`config.mk`:
```
export PLATFORM = sky130hd
export DESIGN_NAME = strict_json_verdict_parser
export DESIGN_NICKNAME = d
export VERILOG_FILES = /design/src/rtl/core/sjvp_pkg.sv /design/src/rtl/core/sjvp_front.sv /design/src/rtl/core/sjvp_queue.sv /design/src/rtl/core/sjvp_back.sv /design/src/rtl/core/strict_json_verdict_parser.sv
export SDC_FILE = /design/constraint.sdc
export NUM_CORES = 1
export LEC_CHECK = 0
export ABC_AREA = 1
export BUFFER_PORTS_ARGS = -buffer_cell sky130_fd_sc_hd__buf_4
export CAP_MARGIN = 10
export CORE_ASPECT_RATIO = 0.6
export CORE_UTILIZATION = 45
export CTS_CLUSTER_SIZE = 30
export DETAILED_ROUTE_END_ITERATION = 16
export PLACE_DENSITY_LB_ADDON = 0.12
export RECOVER_POWER = 25
export REMOVE_ABC_BUFFERS = 1
export SYNTH_ARGS = -nofsm -noshare
export SYNTH_HDL_FRONTEND = slang
export SYNTH_SLANG_ARGS = --single-unit
```
`constraint.sdc`:
```
create_clock -name clock -period 6.75 [get_ports clock]
set_clock_uncertainty 0.1 [all_clocks]
set_input_delay 0.675 -clock clock [delete_from_list [all_inputs] [get_ports clock]]
set_output_delay 0.675 -clock clock [all_outputs]
set_load 0.02 [all_outputs]
```
`src/rtl/core/sjvp_pkg.sv`:
```
// Shared types and constants for the strict JSON verdict parser.
// No dependencies; imported by every module of the block.
`default_nettype none
package sjvp_pkg;

   localparam int QueueDepth = 4;

   typedef struct packed {
      logic [7:0] data_byte;
      logic       byte_present;
      logic       end_of_response;
   } req_type;

   typedef struct packed {
      logic [7:0] out_byte;
      logic       out_byte_valid;
      logic       response_done;
      logic       response_ok;
      logic       verdict_pass;
      logic       last_of_run;
   } rsp_type;

   // A work entry between the parser front and the result emitter.
   typedef struct packed {
      logic [3:0][7:0] bytes;
      logic [2:0]      nbytes;
      logic            done;
      logic            ok;
      logic            pass;
   } work_type;

   typedef enum logic [3:0] {
      PH_OPEN, PH_KEY_QUOTE, PH_COLON, PH_VALUE_QUOTE, PH_AFTER_MEMBER, PH_TRAIL,
      PH_STR, PH_ESC, PH_HEX, PH_LOW_BS, PH_LOW_U, PH_LOW_HEX, PH_UTF8
   } phase_type;

   typedef enum logic [1:0] {
      TGT_NONE, TGT_VERDICT, TGT_RATIONALE
   } target_type;

   function automatic logic [7:0] verdict_char(input logic [3:0] pos);
      case (pos)
         4'd0: verdict_char = "v";
         4'd1: verdict_char = "e";
         4'd2: verdict_char = "r";
         4'd3: verdict_char = "d";
         4'd4: verdict_char = "i";
         4'd5: verdict_char = "c";
         4'd6: verdict_char = "t";
         default: verdict_char = 8'h00;
      endcase
   endfunction

   function automatic logic [7:0] rationale_char(input logic [3:0] pos);
      case (pos)
         4'd0: rationale_char = "r";
         4'd1: rationale_char = "a";
         4'd2: rationale_char = "t";
         4'd3: rationale_char = "i";
         4'd4: rationale_char = "o";
         4'd5: rationale_char = "n";
         4'd6: rationale_char = "a";
         4'd7: rationale_char = "l";
         4'd8: rationale_char = "e";
         default: rationale_char = 8'h00;
      endcase
   endfunction

   function automatic logic [7:0] pass_char(input logic [2:0] pos);
      case (pos)
         3'd0: pass_char = "p";
         3'd1: pass_char = "a";
         3'd2: pass_char = "s";
         3'd3: pass_char = "s";
         default: pass_char = 8'h00;
      endcase
   endfunction

   function automatic logic [7:0] fail_char(input logic [2:0] pos);
      case (pos)
         3'd0: fail_char = "f";
         3'd1: fail_char = "a";
         3'd2: fail_char = "i";
         3'd3: fail_char = "l";
         default: fail_char = 8'h00;
      endcase
   endfunction

endpackage
`default_nettype wire

```
`src/rtl/core/sjvp_front.sv`:
```
// Parser front: accepts request bytes, runs the grammar and decodes strings.
// Pushes decoded rationale bytes and the final status into a work entry.
// Depends on sjvp_pkg.
`default_nettype none
module sjvp_front (
   input  wire                 clock,
   input  wire                 reset,
   input  wire                 req_valid,
   output logic                req_stall,
   input  sjvp_pkg::req_type   req_data,
   output logic                wr_en,
   output sjvp_pkg::work_type  wr_data,
   input  wire                 q_full
);
   import sjvp_pkg::*;

   phase_type   phase_ff, phase_in;
   target_type  tgt_ff, tgt_in;
   logic        mcount_ff, mcount_in, seen_v_ff, seen_v_in, seen_r_ff, seen_r_in;
   logic [3:0]  kpos_ff, kpos_in;
   logic [1:0]  kcand_ff, kcand_in;
   logic [2:0]  vpos_ff, vpos_in;
   logic [1:0]  vcand_ff, vcand_in;
   logic        rne_ff, rne_in, passed_ff, passed_in, err_ff, err_in;
   logic [15:0] hacc_ff, hacc_in;
   logic [1:0]  hcnt_ff, hcnt_in;
   logic [9:0]  hsur_ff, hsur_in;
   logic [1:0]  urem_ff, urem_in;
   logic [2:0]  urng_ff, urng_in;

   logic        accept;
   logic [7:0]  b;
   logic [3:0][7:0] dec;
   logic [2:0]  ndec;
   logic        ws, ok;
   logic [4:0]  hexd;
   logic [15:0] hv;
   logic [20:0] scal;
   logic [7:0]  rlo, rhi;
   work_type    w;

   assign req_stall = q_full;
   assign accept = req_valid && !q_full;
   assign b = req_data.data_byte;
   assign ws = (b == 8'h20) || (b == 8'h0a) || (b == 8'h0d) || (b == 8'h09);

   always_comb begin
      if (b >= "0" && b <= "9") begin
         hexd = {1'b0, b[3:0]};
      end else if ((b >= "a" && b <= "f") || (b >= "A" && b <= "F")) begin
         hexd = {1'b0, b[3:0] + 4'd9};
      end else begin
         hexd = 5'h10;
      end
      hv = {hacc_ff[11:0], hexd[3:0]};
      scal = 21'h10000 + {1'b0, hsur_ff, hv[9:0]};
      case (urng_ff)
         3'd1: begin rlo = 8'ha0; rhi = 8'hbf; end
         3'd2: begin rlo = 8'h80; rhi = 8'h9f; end
         3'd3: begin rlo = 8'h90; rhi = 8'hbf; end
         3'd4: begin rlo = 8'h80; rhi = 8'h8f; end
         default: begin rlo = 8'h80; rhi = 8'hbf; end
      endcase
   end

   always_comb begin
      logic [3:0]  kp;
      logic [1:0]  kc;
      logic [2:0]  vp;
      logic [1:0]  vc;
      logic        e;
      logic [3:0][7:0] enc;
      logic [2:0]  nenc;
      logic        do_scalar;
      logic [20:0] s;
      phase_in = phase_ff; tgt_in = tgt_ff; mcount_in = mcount_ff;
      seen_v_in = seen_v_ff; seen_r_in = seen_r_ff; kpos_in = kpos_ff;
      kcand_in = kcand_ff; vpos_in = vpos_ff; vcand_in = vcand_ff;
      rne_in = rne_ff; passed_in = passed_ff; err_in = err_ff;
      hacc_in = hacc_ff; hcnt_in = hcnt_ff; hsur_in = hsur_ff;
      urem_in = urem_ff; urng_in = urng_ff;
      dec = '0; ndec = 3'd0; do_scalar = 1'b0; s = '0;
      enc = '0; nenc = 3'd0;
      if (req_data.byte_present && !err_ff &&
          !((phase_ff == PH_OPEN || phase_ff == PH_KEY_QUOTE || phase_ff == PH_COLON ||
             phase_ff == PH_VALUE_QUOTE || phase_ff == PH_AFTER_MEMBER ||
             phase_ff == PH_TRAIL) && ws)) begin
         case (phase_ff)
            PH_OPEN: begin
               if (b == "{") phase_in = PH_KEY_QUOTE; else err_in = 1'b1;
            end
            PH_KEY_QUOTE: begin
               if (b != "\"") begin
                  err_in = 1'b1;
               end else begin
                  kpos_in = 4'd0; kcand_in = 2'b11; tgt_in = TGT_NONE;
                  phase_in = PH_STR;
               end
            end
            PH_COLON: begin
               if (b == ":") phase_in = PH_VALUE_QUOTE; else err_in = 1'b1;
            end
            PH_VALUE_QUOTE: begin
               if (b != "\"") begin
                  err_in = 1'b1;
               end else begin
                  vpos_in = 3'd0; vcand_in = 2'b11; phase_in = PH_STR;
               end
            end
            PH_AFTER_MEMBER: begin
               if (!mcount_ff && b == ",") begin
                  mcount_in = 1'b1; phase_in = PH_KEY_QUOTE;
               end else if (mcount_ff && b == "}") begin
                  phase_in = PH_TRAIL;
               end else begin
                  err_in = 1'b1;
               end
            end
            PH_STR: begin
               if (b == "\"") begin
                  if (tgt_ff == TGT_NONE) begin
                     if (kcand_ff[0] && kpos_ff == 4'd7) begin
                        if (seen_v_ff) err_in = 1'b1;
                        else begin
                           seen_v_in = 1'b1; tgt_in = TGT_VERDICT; phase_in = PH_COLON;
                        end
                     end else if (kcand_ff[1] && kpos_ff == 4'd9) begin
                        if (seen_r_ff) err_in = 1'b1;
                        else begin
                           seen_r_in = 1'b1; tgt_in = TGT_RATIONALE; phase_in = PH_COLON;
                        end
                     end else begin
                        err_in = 1'b1;
                     end
                  end else if (tgt_ff == TGT_VERDICT) begin
                     if (vcand_ff[0] && vpos_ff == 3'd4) begin
                        passed_in = 1'b1; tgt_in = TGT_NONE; phase_in = PH_AFTER_MEMBER;
                     end else if (vcand_ff[1] && vpos_ff == 3'd4) begin
                        passed_in = 1'b0; tgt_in = TGT_NONE; phase_in = PH_AFTER_MEMBER;
                     end else begin
                        err_in = 1'b1;
                     end
                  end else if (!rne_ff) begin
                     err_in = 1'b1;
                  end else begin
                     tgt_in = TGT_NONE; phase_in = PH_AFTER_MEMBER;
                  end
               end else if (b < 8'h20) begin
                  err_in = 1'b1;
               end else if (b == "\\") begin
                  phase_in = PH_ESC;
               end else if (b < 8'h80) begin
                  dec[0] = b; ndec = 3'd1;
               end else begin
                  phase_in = PH_UTF8; dec[0] = b; ndec = 3'd1; urng_in = 3'd0;
                  if (b >= 8'hc2 && b <= 8'hdf) urem_in = 2'd1;
                  else if (b == 8'he0) begin urem_in = 2'd2; urng_in = 3'd1; end
                  else if (b == 8'hed) begin urem_in = 2'd2; urng_in = 3'd2; end
                  else if (b >= 8'he1 && b <= 8'hef) urem_in = 2'd2;
                  else if (b == 8'hf0) begin urem_in = 2'd3; urng_in = 3'd3; end
                  else if (b >= 8'hf1 && b <= 8'hf3) urem_in = 2'd3;
                  else if (b == 8'hf4) begin urem_in = 2'd3; urng_in = 3'd4; end
                  else begin
                     err_in = 1'b1; phase_in = phase_ff; ndec = 3'd0; urng_in = urng_ff;
                  end
               end
            end
            PH_ESC: begin
               phase_in = PH_STR; ndec = 3'd1;
               case (b)
                  "\"": dec[0] = 8'h22;
                  "\\": dec[0] = 8'h5c;
                  "/":  dec[0] = 8'h2f;
                  "b":  dec[0] = 8'h08;
                  "f":  dec[0] = 8'h0c;
                  "n":  dec[0] = 8'h0a;
                  "r":  dec[0] = 8'h0d;
                  "t":  dec[0] = 8'h09;
                  "u": begin
                     ndec = 3'd0; hcnt_in = 2'd0; hacc_in = 16'd0; phase_in = PH_HEX;
                  end
                  default: begin
                     ndec = 3'd0; err_in = 1'b1;
                  end
               endcase
            end
            PH_HEX, PH_LOW_HEX: begin
               if (hexd[4]) begin
                  err_in = 1'b1;
               end else if (hcnt_ff != 2'd3) begin
                  hacc_in = hv; hcnt_in = hcnt_ff + 2'd1;
               end else begin
                  hacc_in = 16'd0; hcnt_in = 2'd0;
                  if (phase_ff == PH_HEX) begin
                     if (hv[15:10] == 6'b110110) begin
                        hsur_in = hv[9:0]; phase_in = PH_LOW_BS;
                     end else if (hv[15:10] == 6'b110111) begin
                        err_in = 1'b1;
                     end else begin
                        phase_in = PH_STR; do_scalar = 1'b1; s = {5'd0, hv};
                     end
                  end else if (hv[15:10] != 6'b110111) begin
                     err_in = 1'b1;
                  end else begin
                     phase_in = PH_STR; do_scalar = 1'b1; s = scal;
                  end
               end
            end
            PH_LOW_BS: begin
               if (b == "\\") phase_in = PH_LOW_U; else err_in = 1'b1;
            end
            PH_LOW_U: begin
               if (b != "u") begin
                  err_in = 1'b1;
               end else begin
                  hcnt_in = 2'd0; hacc_in = 16'd0; phase_in = PH_LOW_HEX;
               end
            end
            PH_UTF8: begin
               if (b < rlo || b > rhi) begin
                  err_in = 1'b1;
               end else begin
                  dec[0] = b; ndec = 3'd1; urng_in = 3'd0;
                  urem_in = urem_ff - 2'd1;
                  if (urem_ff <= 2'd1) begin
                     urem_in = 2'd0; phase_in = PH_STR;
                  end
               end
            end
            PH_TRAIL: err_in = 1'b1;
            default: err_in = 1'b1;
         endcase
         if (do_scalar) begin
            if (s <= 21'h7f) begin
               enc[0] = s[7:0]; nenc = 3'd1;
            end else if (s <= 21'h7ff) begin
               enc[0] = {3'b110, s[10:6]}; enc[1] = {2'b10, s[5:0]}; nenc = 3'd2;
            end else if (s <= 21'hffff) begin
               enc[0] = {4'b1110, s[15:12]}; enc[1] = {2'b10, s[11:6]};
               enc[2] = {2'b10, s[5:0]}; nenc = 3'd3;
            end else begin
               enc[0] = {5'b11110, s[20:18]}; enc[1] = {2'b10, s[17:12]};
               enc[2] = {2'b10, s[11:6]}; enc[3] = {2'b10, s[5:0]}; nenc = 3'd4;
            end
            dec = enc; ndec = nenc;
         end
      end
      // Feed decoded bytes through the key or verdict matcher, or collect rationale bytes into the work entry.
      w = '0;
      kp = kpos_in; kc = kcand_in; vp = vpos_in; vc = vcand_in; e = err_in;
      for (int i = 0; i < 4; i++) begin
         if (i < 32'(ndec) && !e) begin
            if (tgt_ff == TGT_NONE) begin
               if (kc[0] && !(kp < 4'd7 && verdict_char(kp) == dec[i])) kc[0] = 1'b0;
               if (kc[1] && !(kp < 4'd9 && rationale_char(kp) == dec[i])) kc[1] = 1'b0;
               if (kp < 4'd15) kp = kp + 4'd1;
               if (kc == 2'b00) e = 1'b1;
            end else if (tgt_ff == TGT_VERDICT) begin
               if (vc[0] && !(vp < 3'd4 && pass_char(vp) == dec[i])) vc[0] = 1'b0;
               if (vc[1] && !(vp < 3'd4 && fail_char(vp) == dec[i])) vc[1] = 1'b0;
               if (vp < 3'd7) vp = vp + 3'd1;
               if (vc == 2'b00) e = 1'b1;
            end else begin
               w.bytes[w.nbytes[1:0]] = dec[i];
               w.nbytes = w.nbytes + 3'd1;
               rne_in = 1'b1;
            end
         end
      end
      kpos_in = kp; kcand_in = kc; vpos_in = vp; vcand_in = vc; err_in = e;
      ok = !err_in && phase_in == PH_TRAIL;
      w.done = req_data.end_of_response;
      w.ok = ok;
      w.pass = ok && passed_in;
   end

   assign wr_data = w;
   assign wr_en = accept && (w.done || w.nbytes != 3'd0);

   always_ff @(posedge clock) begin
      if (reset || (accept && req_data.end_of_response)) begin
         phase_ff <= PH_OPEN; tgt_ff <= TGT_NONE; mcount_ff <= 1'b0;
         seen_v_ff <= 1'b0; seen_r_ff <= 1'b0; kpos_ff <= 4'd0; kcand_ff <= 2'b11;
         vpos_ff <= 3'd0; vcand_ff <= 2'b11; rne_ff <= 1'b0; passed_ff <= 1'b0;
         err_ff <= 1'b0; hacc_ff <= 16'd0; hcnt_ff <= 2'd0; hsur_ff <= 10'd0;
         urem_ff <= 2'd0; urng_ff <= 3'd0;
      end else if (accept) begin
         phase_ff <= phase_in; tgt_ff <= tgt_in; mcount_ff <= mcount_in;
         seen_v_ff <= seen_v_in; seen_r_ff <= seen_r_in; kpos_ff <= kpos_in;
         kcand_ff <= kcand_in; vpos_ff <= vpos_in; vcand_ff <= vcand_in;
         rne_ff <= rne_in; passed_ff <= passed_in; err_ff <= err_in;
         hacc_ff <= hacc_in; hcnt_ff <= hcnt_in; hsur_ff <= hsur_in;
         urem_ff <= urem_in; urng_ff <= urng_in;
      end
   end

   assert property (@(posedge clock) disable iff (reset)
      (accept && err_ff && !req_data.end_of_response) |-> (wr_data.nbytes == 3'd0))
      else $error("bytes decoded after an error");
   assert property (@(posedge clock) disable iff (reset)
      (accept && req_data.end_of_response) |=> (phase_ff == PH_OPEN && !err_ff))
      else $error("parser not cleared after end of response");
   assert property (@(posedge clock) disable iff (reset)
      wr_en |-> !q_full)
      else $error("write into a full queue");
endmodule
`default_nettype wire

```
`src/rtl/core/sjvp_queue.sv`:
```
// Short FIFO of work entries between parser front and result emitter.
// Depends on sjvp_pkg.
`default_nettype none
module sjvp_queue #(
   parameter int Depth = sjvp_pkg::QueueDepth
) (
   input  wire                 clock,
   input  wire                 reset,
   input  wire                 wr_en,
   input  sjvp_pkg::work_type  wr_data,
   output logic                full,
   input  wire                 rd_en,
   output sjvp_pkg::work_type  rd_data,
   output logic                empty
);
   import sjvp_pkg::*;
   localparam int AW = (Depth > 1) ? $clog2(Depth) : 1;

   work_type         mem_ff [Depth];
   logic [AW-1:0]    wp_ff, rp_ff;
   logic [AW:0]      cnt_ff;

   assign full = cnt_ff == (AW+1)'(Depth);
   assign empty = cnt_ff == '0;
   assign rd_data = mem_ff[rp_ff];

   always_ff @(posedge clock) begin
      if (wr_en) mem_ff[wp_ff] <= wr_data;
   end

   always_ff @(posedge clock) begin
      if (reset) begin
         wp_ff <= '0; rp_ff <= '0; cnt_ff <= '0;
      end else begin
         if (wr_en) wp_ff <= (wp_ff == AW'(Depth - 1)) ? '0 : wp_ff + 1'b1;
         if (rd_en) rp_ff <= (rp_ff == AW'(Depth - 1)) ? '0 : rp_ff + 1'b1;
         cnt_ff <= cnt_ff + (AW+1)'(wr_en) - (AW+1)'(rd_en);
      end
   end
endmodule
`default_nettype wire

```
`src/rtl/core/sjvp_back.sv`:
```
// Result emitter: turns each work entry into rationale byte responses and a status.
// Depends on sjvp_pkg.
`default_nettype none
module sjvp_back (
   input  wire                 clock,
   input  wire                 reset,
   input  sjvp_pkg::work_type  rd_data,
   input  wire                 empty,
   output logic                rd_en,
   output logic                rsp_valid,
   input  wire                 rsp_stall,
   output sjvp_pkg::rsp_type   rsp_data
);
   import sjvp_pkg::*;

   logic [2:0] idx_ff;
   logic [2:0] total;
   logic       last;
   logic       fire;

   assign total = rd_data.nbytes + {2'd0, rd_data.done};
   assign last = (idx_ff + 3'd1) == total;
   assign rsp_valid = !empty;
   assign fire = rsp_valid && !rsp_stall;
   assign rd_en = fire && last;

   always_comb begin
      rsp_data = '0;
      rsp_data.last_of_run = last;
      if (idx_ff < rd_data.nbytes) begin
         rsp_data.out_byte = rd_data.bytes[idx_ff[1:0]];
         rsp_data.out_byte_valid = 1'b1;
      end else begin
         rsp_data.response_done = 1'b1;
         rsp_data.response_ok = rd_data.ok;
         rsp_data.verdict_pass = rd_data.pass;
      end
   end

   always_ff @(posedge clock) begin
      if (reset) begin
         idx_ff <= 3'd0;
      end else if (fire) begin
         idx_ff <= last ? 3'd0 : idx_ff + 3'd1;
      end
   end

   assert property (@(posedge clock) disable iff (reset)
      rsp_valid |-> (idx_ff < total))
      else $error("emit index past the entry");
   assert property (@(posedge clock) disable iff (reset)
      (rsp_valid && rsp_data.response_done) |-> rsp_data.last_of_run)
      else $error("status is not the last response of its request");
   assert property (@(posedge clock) disable iff (reset)
      (rsp_valid && rsp_stall) |=> $stable(idx_ff))
      else $error("emit index moved while stalled");
endmodule
`default_nettype wire

```
`src/rtl/core/strict_json_verdict_parser.sv`:
```
// Top level of the strict JSON verdict parser: front, queue and result emitter.
// Depends on sjvp_pkg, sjvp_front, sjvp_queue and sjvp_back.
// Each accepted request's work entry is registered in the queue before the emitter can send its responses.
// Throughput: one request per cycle unless the queue is full; the emitter sends a request's responses one at a time.
// The queue of QueueDepth entries absorbs multi-byte escapes before requests stall.
// Synchronous active-high reset clears the parser state and empties the queue.
`default_nettype none
module strict_json_verdict_parser #(
   parameter int QueueDepth = sjvp_pkg::QueueDepth
) (
   input  wire                clock,
   input  wire                reset,
   input  wire                req_valid,
   output logic               req_stall,
   input  sjvp_pkg::req_type  req_data,
   output logic               rsp_valid,
   input  wire                rsp_stall,
   output sjvp_pkg::rsp_type  rsp_data
);
   import sjvp_pkg::*;

   logic     wr_en, full, rd_en, empty;
   work_type wr_data, rd_data;

   sjvp_front u_front (
      .clock, .reset, .req_valid, .req_stall, .req_data,
      .wr_en, .wr_data, .q_full(full)
   );

   sjvp_queue #(.Depth(QueueDepth)) u_queue (
      .clock, .reset, .wr_en, .wr_data, .full, .rd_en, .rd_data, .empty
   );

   sjvp_back u_back (
      .clock, .reset, .rd_data, .empty, .rd_en, .rsp_valid, .rsp_stall, .rsp_data
   );
endmodule
`default_nettype wire
```
## After elaboration in Yosys (flattened, before gate mapping)

Memories as Yosys holds them, arrays and structs flattened. A register that Yosys moved wholly into a read port is not among the register bits.
Index checks and enable logic that the tools add are counted.

- Eq/ne operators: 120
- Muxes and demuxes: 416
- Reduce and logical (&&, ||, !) cells: 138
- Bitwise operators: 3
- Add/sub/neg operators: 21
- $lt $le $gt $ge: 52

Operators by type and width:

| kind | count |
|---|---|
| $mux 8 | 50 |
| $mux 35 | 9 |
| $mux 4 | 52 |
| $pmux 7 s7 | 4 |
| $mux 21 | 7 |
| $mux 1 | 144 |
| $mux 3 | 48 |
| $eq 8x8->1 | 16 |
| $mux 2 | 58 |
| $pmux 7 s4 | 4 |
| $bwmux 32 | 3 |
| $pmux 7 s3 | 4 |
| $eq 4x3->1 const B | 18 |
| $eq 8x7->1 const B | 9 |
| $mux 32 | 2 |
| $logic_and 1x1->1 | 61 |
| $pmux 7 s8 | 1 |
| $demux 8 s2 | 3 |
| $mux 12 | 4 |
| $mux 16 | 3 |
| $eq 4x2->1 const B | 10 |
| $eq 8x6->1 const B | 5 |
| $pmux 4 s10 | 1 |
| $pmux 12 s3 | 1 |
| other kinds (80) | 233 |

- Word-level logic and storage cells: 776
- Memories: 5
- Bits of input ports: 14
- Bits in registers: 62
- Bits in writable memories: 152
- ROM bits: 448
- Output and inout bits: 15

Memory list:

| memory | words | bits a word | read ports | clocked after Yosys merged registers in | wr ports | line | source |
|---|---|---|---|---|---|---|---|
| u_queue.mem_ff | 4 | 38 | 1 | 1 | 1 | sjvp_queue.sv:19 | `work_type mem_ff [Depth];` |
| (no name shown) | 16 | 7 | 1 | 0 | 0 | sjvp_pkg.sv:55 | `case (pos)` |
| (no name shown) | 16 | 7 | 1 | 0 | 0 | sjvp_pkg.sv:55 |  |
| (no name shown) | 16 | 7 | 1 | 0 | 0 | sjvp_pkg.sv:55 |  |
| (no name shown) | 16 | 7 | 1 | 0 | 0 | sjvp_pkg.sv:55 |  |

## Depth between registers and ports, before layout

Gate-level depths: netlist of run 1.

- Word-level depth: 85
- Gate-level depth with buffers: 39
- Mapped depth without buffers: 39

## Hierarchy

From an unflattened synthesis of run 1, not the netlist that was laid out.

- Cell total of the unflattened synthesis: 1957
- Area, all modules: 14785.4 sq um

Modules (own cells, without submodules):

| module | cells each | area an instance (sq um) | sequential area each (sq um) | times used |
|---|---|---|---|---|
| sjvp_front | 1338 | 7505.9 | 1041.0 | 1 |
| sjvp_queue | 502 | 6640.1 | 4744.6 | 1 |
| sjvp_back | 117 | 639.4 | 60.1 | 1 |

## Worst setup path before layout of run 1

No wires, ideal clock.

- Path type: input -> register
- Start: in req_data[5] (netlist bit)
- End: mem u_queue.mem_ff[3][0] (netlist bit) (enable)
- Buffers on the path: 2
- Setup time: 0.427 ns
- Slack: 0.583 ns
- Stages: 26
- Data arrival time: 5.640 ns
- Cells stage by stage: buf_2 nor2_1 inv_1 nor2_1 nand2_1 nand2_1 nand2_1 nand2_1 buf_2 inv_2 nand2_1 nor2_4 ha_1 o21ai_2 inv_1 ha_1 o21ai_0 ha_1 nand2_1 a211oi_1 nand4_1 nand2_1 inv_2 nand3_4 nand2_2 nor2_1

RTL lines:

| what | line | source |
|---|---|---|
| start: declaration | strict_json_verdict_parser.sv:15 | `input sjvp_pkg::req_type req_data,` |
| end: declaration | sjvp_queue.sv:19 |  |

==> results of run 1 <==
-- synth_stat cells (all sizes together), types with 2 or more instances --
cell and number:
a2111oi 5, a32o 4, a21boi 4, dfxtp 64, nand3 94, inv 197, a21oi 92, edfxtp 140
o21a 2, nand4 33, nand2 339, clkbuf 37, o2111ai 4, and2 2, o22ai 35, o211ai 9
nor3 24, ha 43, mux2i 2, buf 17, a22oi 5, o21ai 154, o31ai 4, a31oi 14
o221ai 5, a211oi 11, or2 4, a311oi 3, xor2 8, nor2 240, xnor2 4, nand3b 3
a221oi 5, o32ai 2, clkinv 3, nor4 3
-- placed cells by master (no fill, tap or decap), drive strengths merged, types with 2 or more instances in the layout --
master	Yosys	layout
nand3	94	94
clkinvlp	0	2
o211ai	9	9
nand2	339	339
dfxtp	64	64
a21oi	92	92
o2111ai	4	4
inv	197	197
nand3b	3	3
nor4	3	3
nand4	33	33
clkbuf	37	44
and2	2	2
a32o	4	4
xnor2	4	4
a2111oi	5	5
nor3	24	24
o21ai	154	154
o22ai	35	35
clkinv	3	8
a21boi	4	4
o31ai	4	4
o221ai	5	5
ha	43	43
edfxtp	140	140
or2	4	4
a311oi	3	3
bufinv	0	2
a22oi	5	5
a221oi	5	5
mux2i	2	2
nor2	240	240
o21a	2	2
buf	17	30
a211oi	11	11
a31oi	14	14
xor2	8	8
o32ai	2	2
-- area by class of cell --
cell class,instances,area (um^2),area share
clock buffers,27,548.0,0.03927
clock inverters,9,97.59,0.006994
inverters,200,760.7,0.05451
multi-input cells,1164,6265,0.4489
flip-flops and latches,204,5485,0.3931
well taps,367,459.2,0.03291
repair buffers,47,339.1,0.02430
-- sequential cells by signal, summed over array words and instances, names as in the netlist, 3 cells and up, named ones only --
| name | flops |
|---|---|
| u_front.phase_ff | 4 |
| u_front.urng_ff | 3 |
| u_queue.cnt_ff | 3 |
| u_front.hsur_ff | 10 |
| u_queue.mem_ff | 140 |
| u_front.kpos_ff | 4 |
| u_front.vpos_ff | 3 |
| u_back.idx_ff | 3 |
| u_front.hacc_ff | 12 |
-- power by group through the flow --
stage	sequential (W)	clock (W)	combinational, W
global route	0.00145	0.00121	0.00102
floorplan	0.00147	0	0.000601
detailed placement	0.00147	0	0.000971
finish	0.00145	0.00114	0.000921
CTS	0.00144	0.00116	0.000975
global placement	0.00147	0	0.000975
-- stage by stage --
| stage | util | instance area, um^2 | hold slack [ns] | std cells | total power [W] |
|---|---|---|---|---|---|
| after global placement | 0.4834 | 13390 | 0.3500 | 1982 | 0.002446 |
| after global routing | 0.5038 | 13950 | 0.2400 | 2018 | 0.003681 |
| after CTS | 0.5067 | 14030 | 0.2279 | 2018 | 0.003579 |
| after floorplan | - | 12490 | 0.3315 | 1568 | 0.002069 |
| after detailed placement | 0.4834 | 13390 | 0.3584 | 1982 | 0.002443 |
| final | 0.5038 | 13950 | 0.2498 | 2018 | 0.003504 |
-- kinds of logic after synthesis --
logic type | count (synthesis) | synth area share
AND/OR/NAND/NOR | 744 | 0.2698
AO/OA/AOI/OAI | 362 | 0.1661
buffers and inverters | 254 | 0.08027
flip-flops | 204 | 0.4302
adder cells (fa/ha/maj) | 44 | 0.04376
XOR/XNOR | 12 | 0.008243
multiplexers | 2 | 0.001570
-- layer usage --
metal	GRT usage	vias up	routed length [um]
li1	-	5576	-
met1	0.4405	5343	19250
met2	0.3323	538	14330
met3	0.07866	31	4417
met4	0.04167	0	416
met5	0	-	0
-- worst min-delay path by stage --
stage / endpoint / from / depth (start not counted)
after floorplan: u_front.rne_ff$_SDFFE_PP0P_ / u_front.rne_ff$_SDFFE_PP0P_ / 2
after global placement: u_front.seen_r_ff$_SDFFE_PP0P_ / u_front.seen_r_ff$_SDFFE_PP0P_ / 2
after detailed placement: u_front.rne_ff$_SDFFE_PP0P_ / u_front.rne_ff$_SDFFE_PP0P_ / 2
after CTS: u_queue.cnt_ff[1]$_SDFF_PP0_ / reset / 2
after global routing: u_queue.cnt_ff[1]$_SDFF_PP0_ / reset / 2
final: u_queue.cnt_ff[1]$_SDFF_PP0_ / reset / 2
-- worst max-delay path: cells and delay by family --
kind	cells	cell delay [ns]
adders and majority gates	3	0.85
buffers and inverters	7	0.96
AOI/OAI and AO/OA	3	0.51
and+or+nand+nor	23	3.37
==> metrics, run 1 <==
hold buffers post-CTS=0; largest net degree at the start of global routing=71; io pins=29; Syn Inst Count=1622; DRT iter0 DRCs=1464; Seq pwr share=0.412; number of max-cap violations=1; violated checks=max-capacitance violations, max-slew violations; drt pass-1 iters=8; root buffer cell=clkbuf_16; Core Region=27700 um^2; Detail Route Antenna Nets=0; Starting Density=0.4604; WS Path Type=in -> reg; Tot GR Track Use=0.2667; Post-DP HPWL=28210 um; Worst EP required=7.08 ns; power per standard cell area=251.1 nW/um^2; global-route wire length before repair=60090 um; Layout Nets=1695; Post-CTS Setup Inserts=0; Max rail drop VDD=0.1451 mV; GPL Wtd Cong=0.9879; CTS tree=built; Critical Path Source=req_data[3]; CTS Sinks=204; vias in the first global route=10340; worst-margin pin slew=1.890 ns; Syn Area/Cell=7.861 um^2; cell mode on critical path=nand2_1; sw power=0.001194 W; synth warn=0; Slew Viols, Final=36; status=complete, but fails checks; async set-or-reset flop fraction in the synthesized netlist=0; switching portion of total power=0.3408; clock power share=0.325; Max Fclk=0.1635 GHz; Synth top area share=0.3297; die footprint=29040 um^2; combinational share of power=0.263; Synth area leaders=edfxtp_1, dfxtp_1, nand2_1; layout filler cell count=2676; I/O Buffers=28; Setup TNS Final=0 ns; Worst Setup Slack post-DPL=0.4696 ns; area delta synth->final=9.439%; final setup margin=0.6344 ns; vias per inst=5.693; Inserted Diodes=0; Slew headroom=-0.2598; number of synthesized flops with an enable pin=140; vias=11490; Clk pin slew, worst setup/hold paths=0.06 ns; die height=132.4 um; RSZ-0062 raised after global routing=no; synth unique cells=65; slowest CP cell=nor2_1; Final min period=6.116 ns; mean routed wirelength per cell=19.04 um; Netlist Area Pre-Place=12750 um^2; initial antenna violation count=0; CTS resizes=0; GR Overflow Total=0; worst-path maximum fanout=24; final period utilization=0.9060; drt drc=0; sequential cell area fraction in the yosys report=0.4302; share of cells above drive strength 1=0.1024; H-Tree Depth=1; TritonCTS buffer count=20; total leakage power=5.545 nW; Routed WL=38420 um; Final setup viols=0; worst skew pair latency=0.51 ns; nature of the critical path startpoint=input pin; post-synth top area cell=edfxtp_1; final hold violations=0; width of the die=219.3 um; Hold WC Path Type=in -> reg; Clock Path Buffers=3; cell internal pwr=0.002310 W; flops & latches, synth=204; crit path capture type=register; FP Rows=47; Arr. time, crit path=6.45 ns; top_reg_cell synth=edfxtp_1; critical path endpoint=u_queue.cnt_ff[2]$_SDFF_PP0_; worst reg2reg path startpoint=u_front.phase_ff[3]$_SDFFE_PP0P_; Worst Reg-to-Reg Cells=30; CP peak stage delay=0.65 ns; reg2reg end=u_queue.cnt_ff[1]$_SDFF_PP0_; Reg2Reg Setup Slack=0.73 ns
Power figures use the tool's default switching activity.
==> run 2, diff against run 1 <==
--- a/config.mk
+++ b/config.mk
@@ -5,7 +5,6 @@
 export SDC_FILE = /design/constraint.sdc
 export NUM_CORES = 1
 export LEC_CHECK = 0
-export ABC_AREA = 1
 export BUFFER_PORTS_ARGS = -buffer_cell sky130_fd_sc_hd__buf_4
 export CAP_MARGIN = 10
 export CORE_ASPECT_RATIO = 0.6
==> metrics, run 2 <==
status=complete, but fails checks; violated checks=design-rule violations, max-capacitance violations, max-slew violations; met2 GRT Util=0.3386 (+0.006293); sequential cell area fraction in the yosys report=0.4271 (-0.003060); Core Region=27820 um^2 (+0.42%); mean routed wirelength per cell=22.74 um (+19%); grt met3 use=0.1152 (+0.03651); cell with the most instances after synthesis=edfxtp_1; Post-Layout Cell Count=1853 (-8.2%); Tot GR Track Use=0.2914 (+0.02468); global-route wire length before repair=64150 um (+6.8%); FP Rows=47 (unchanged); Synth top area share=0.3274 (-0.002345); top_reg_cell synth=edfxtp_1; post-synth top area cell=edfxtp_1; busiest grt layer=met1; Starting Density=0.4617 (+0.001337); slowest CP cell=or4b_4; crit path capture type=register; cell mode on critical path=ha_1; worst-path maximum fanout=6 (-75%); worst skew pair latency=0.50 ns (about the same); Final setup viols=0 (unchanged); GPL Wtd Cong=1.065 (+7.8%); width of the die=220.1 um (+0.35%); final setup margin=0.2472 ns (-0.3872 ns); I/O Buffers=28 (unchanged); largest net degree at the start of global routing=47 (-34%); drt pass-1 iters=12 (+4); nature of the critical path startpoint=input pin; worst hold slack=0.3576 ns (+0.1079 ns); io pins=29 (unchanged); drt drc=4 (+4); CP peak stage delay=0.54 ns (-0.11 ns); Clock Path Buffers=3 (unchanged); Detail Route Antenna Nets=0 (unchanged); GR Overflow Total=0 (unchanged); Synth area leaders=edfxtp_1, dfxtp_1, mux4_2; Max rail drop VDD=0.1575 mV (+8.5%); Max Fclk=0.1538 GHz (-6.0%); Arr. time, crit path=6.80 ns (+0.35 ns); commonest non-fill, non-tap cell in the layout=buf_4; share of cells above drive strength 1=0.2685 (+0.1661); Hold WC Path Type=in -> reg; most frequent cells in the layout=buf_4, edfxtp_1, nand2_1; Largest Register=u_queue.mem_ff; max reg flops=140 (unchanged); total leakage power=6.007 nW (+8.3%); largest registers=u_queue.mem_ff (140), u_front.hacc_ff (12), u_front.hsur_ff (10); CTS tree=built; TritonCTS buffer count=20 (unchanged); Inserted Diodes=0 (unchanged); worst-margin pin slew=1.795 ns (-0.09470 ns); initial antenna violation count=0 (unchanged); Crit path max-delay family=simple AND/OR/NAND/NOR gates; H-Tree Depth=1 (unchanged); power per standard cell area=203.8 nW/um^2 (-19%); number of synthesized flops with an enable pin=140 (unchanged); root buffer cell=clkbuf_16; Worst Setup Slack post-DPL=-0.6302 ns (-1.100 ns); synth unique cells=112 (+72%); Slew headroom=-0.1983 (+0.06149); area occupied by multi-input gates=7034 um^2 (+12%); post-route cell area=15780 um^2 (+13%); Inst Count DP=1812 (-8.6%); WP buf/inv=6 (-1); flops & latches, synth=204 (unchanged); area delta synth->final=22.84%; die height=132.9 um (+0.35%); die footprint=29240 um^2 (+0.71%); register area=5492 um^2 (+0.11%); final period utilization=0.9634 (+0.05737); met1 Usage GRT=0.4910 (+0.05042); number of max-cap violations=1 (unchanged); vias per inst=6.052 (+6.3%); Layout Nets=1530 (-9.7%); Slew Viols, Final=36 (unchanged); Worst EP required=7.05 ns (-0.03 ns); Syn Inst Count=1257 (-23%); layout filler cell count=2427 (-9.3%); synth warn=0 (unchanged); Clk pin slew, worst setup/hold paths=0.06 ns (about the same); async set-or-reset flop fraction in the synthesized netlist=0 (unchanged); final hold violations=0 (unchanged); Netlist Area Pre-Place=12840 um^2 (+0.72%); hold buffers post-CTS=0 (unchanged); WS Path Type=in -> reg; vias=11220 (-2.4%); DRT iter0 DRCs=1191 (-19%); Syn Area/Cell=10.22 um^2 (+30%); vias in the first global route=10350 (+0.11%); Post-DP HPWL=32890 um (+17%); CTS Sinks=204 (unchanged); Routed WL=42140 um (+9.7%); commonest cells in the netlist=edfxtp_1, nand2_1, nor2_1; area post-placement=14990 um^2 (+12%); Final min period=6.503 ns (+0.3872 ns)
[run 2: cell types whose count changed after synthesis, moves of 31 or more]
cell / before / now
nand2_2: 32 / 1
o21ai_0: 141 / 48
inv_1: 172 / 47
nand3_1: 80 / 45
mux4_2: 0 / 42
nand2_1: 302 / 125
mux2i_1: 2 / 38
nor2_1: 221 / 122
[run 2: worst reg2reg max path: cells and delay by family (launching register included)]
family	cells	cell delay, ns
AND/OR/NAND/NOR	10	2.31
adder cells (fa/ha/maj)	5	1.41
buffers and inverters	2	0.37
flip-flops	1	0.35
multiplexers	1	0.28
AO/OA/AOI/OAI	9	1.58
[run 2: logic make-up (layout without fill, tap and decap cells)]
group                      after synthesis  after routing  synth area share
muxes                                   88             88            0.1106
adders and majority gates               44             44           0.04345
AOI/OAI and AO/OA                      288            288            0.1604
buffers and inverters                  121            350           0.03936
xor gates and xnor gates                22             22           0.01500
and+or+nand+nor                        490            490            0.2041
DFF                                    204            204            0.4271
[run 2: routing by layer]
layer | vias to the layer above | wire length [um]
li1 | 5215 | -
met1 | 5440 | 21870
met2 | 525 | 14740
met3 | 35 | 5140
met4 | 0 | 396
met5 | - | 0
[run 2: final timing paths]
kind         cells after the start                            start  slack [ns]                               to
min reg2reg                      2  u_front.hcnt_ff[1]$_SDFFE_PP0P_        0.36  u_front.hcnt_ff[1]$_SDFFE_PP0P_
max reg2reg                     27  u_front.urng_ff[2]$_SDFFE_PP0P_        0.26     u_queue.cnt_ff[1]$_SDFF_PP0_
max                             31                      req_data[2]        0.25     u_queue.cnt_ff[1]$_SDFF_PP0_
min                              2                            reset        0.36    u_back.idx_ff[2]$_SDFFE_PP0P_
[run 2: cell type report]
class,count,share of cell area
clock buffers,27,0.03474
flip-flops and latches,204,0.3481
repair buffers,265,0.1236
clock inverters,9,0.006742
inverters,49,0.01182
multi-input cells,932,0.4459
well taps,367,0.02911
[run 2: per-stage QoR]
| step | total power (W) | utilization | setup TNS (ns) |
|---|---|---|---|
| global route | 0.003340 | 0.5671 | -0.1844 |
| global placement | 0.002120 | 0.5389 | -41.15 |
| floorplan | 0.001833 | - | -146.56 |
| CTS | 0.003253 | 0.5632 | 0 |
| detailed placement | 0.002125 | 0.5389 | -76.49 |
| finish | 0.003215 | 0.5671 | 0 |
[run 2: where the power goes]
part	total, W	internal (W)	leakage [nW]	switching (W)
Combinational	0.000660	0.000296	3.89	0.000364
Sequential	0.00143	0.00138	1.81	0.0000497
Clock	0.00113	0.000652	0.312	0.000475
[run 2: what timing repair did]
item | CTS | global route
pin swaps | 0 | 20
setup buffers | 0 | 5
gates resized for setup | 4 | 37
endpoints found under the setup margin | 129 | 153
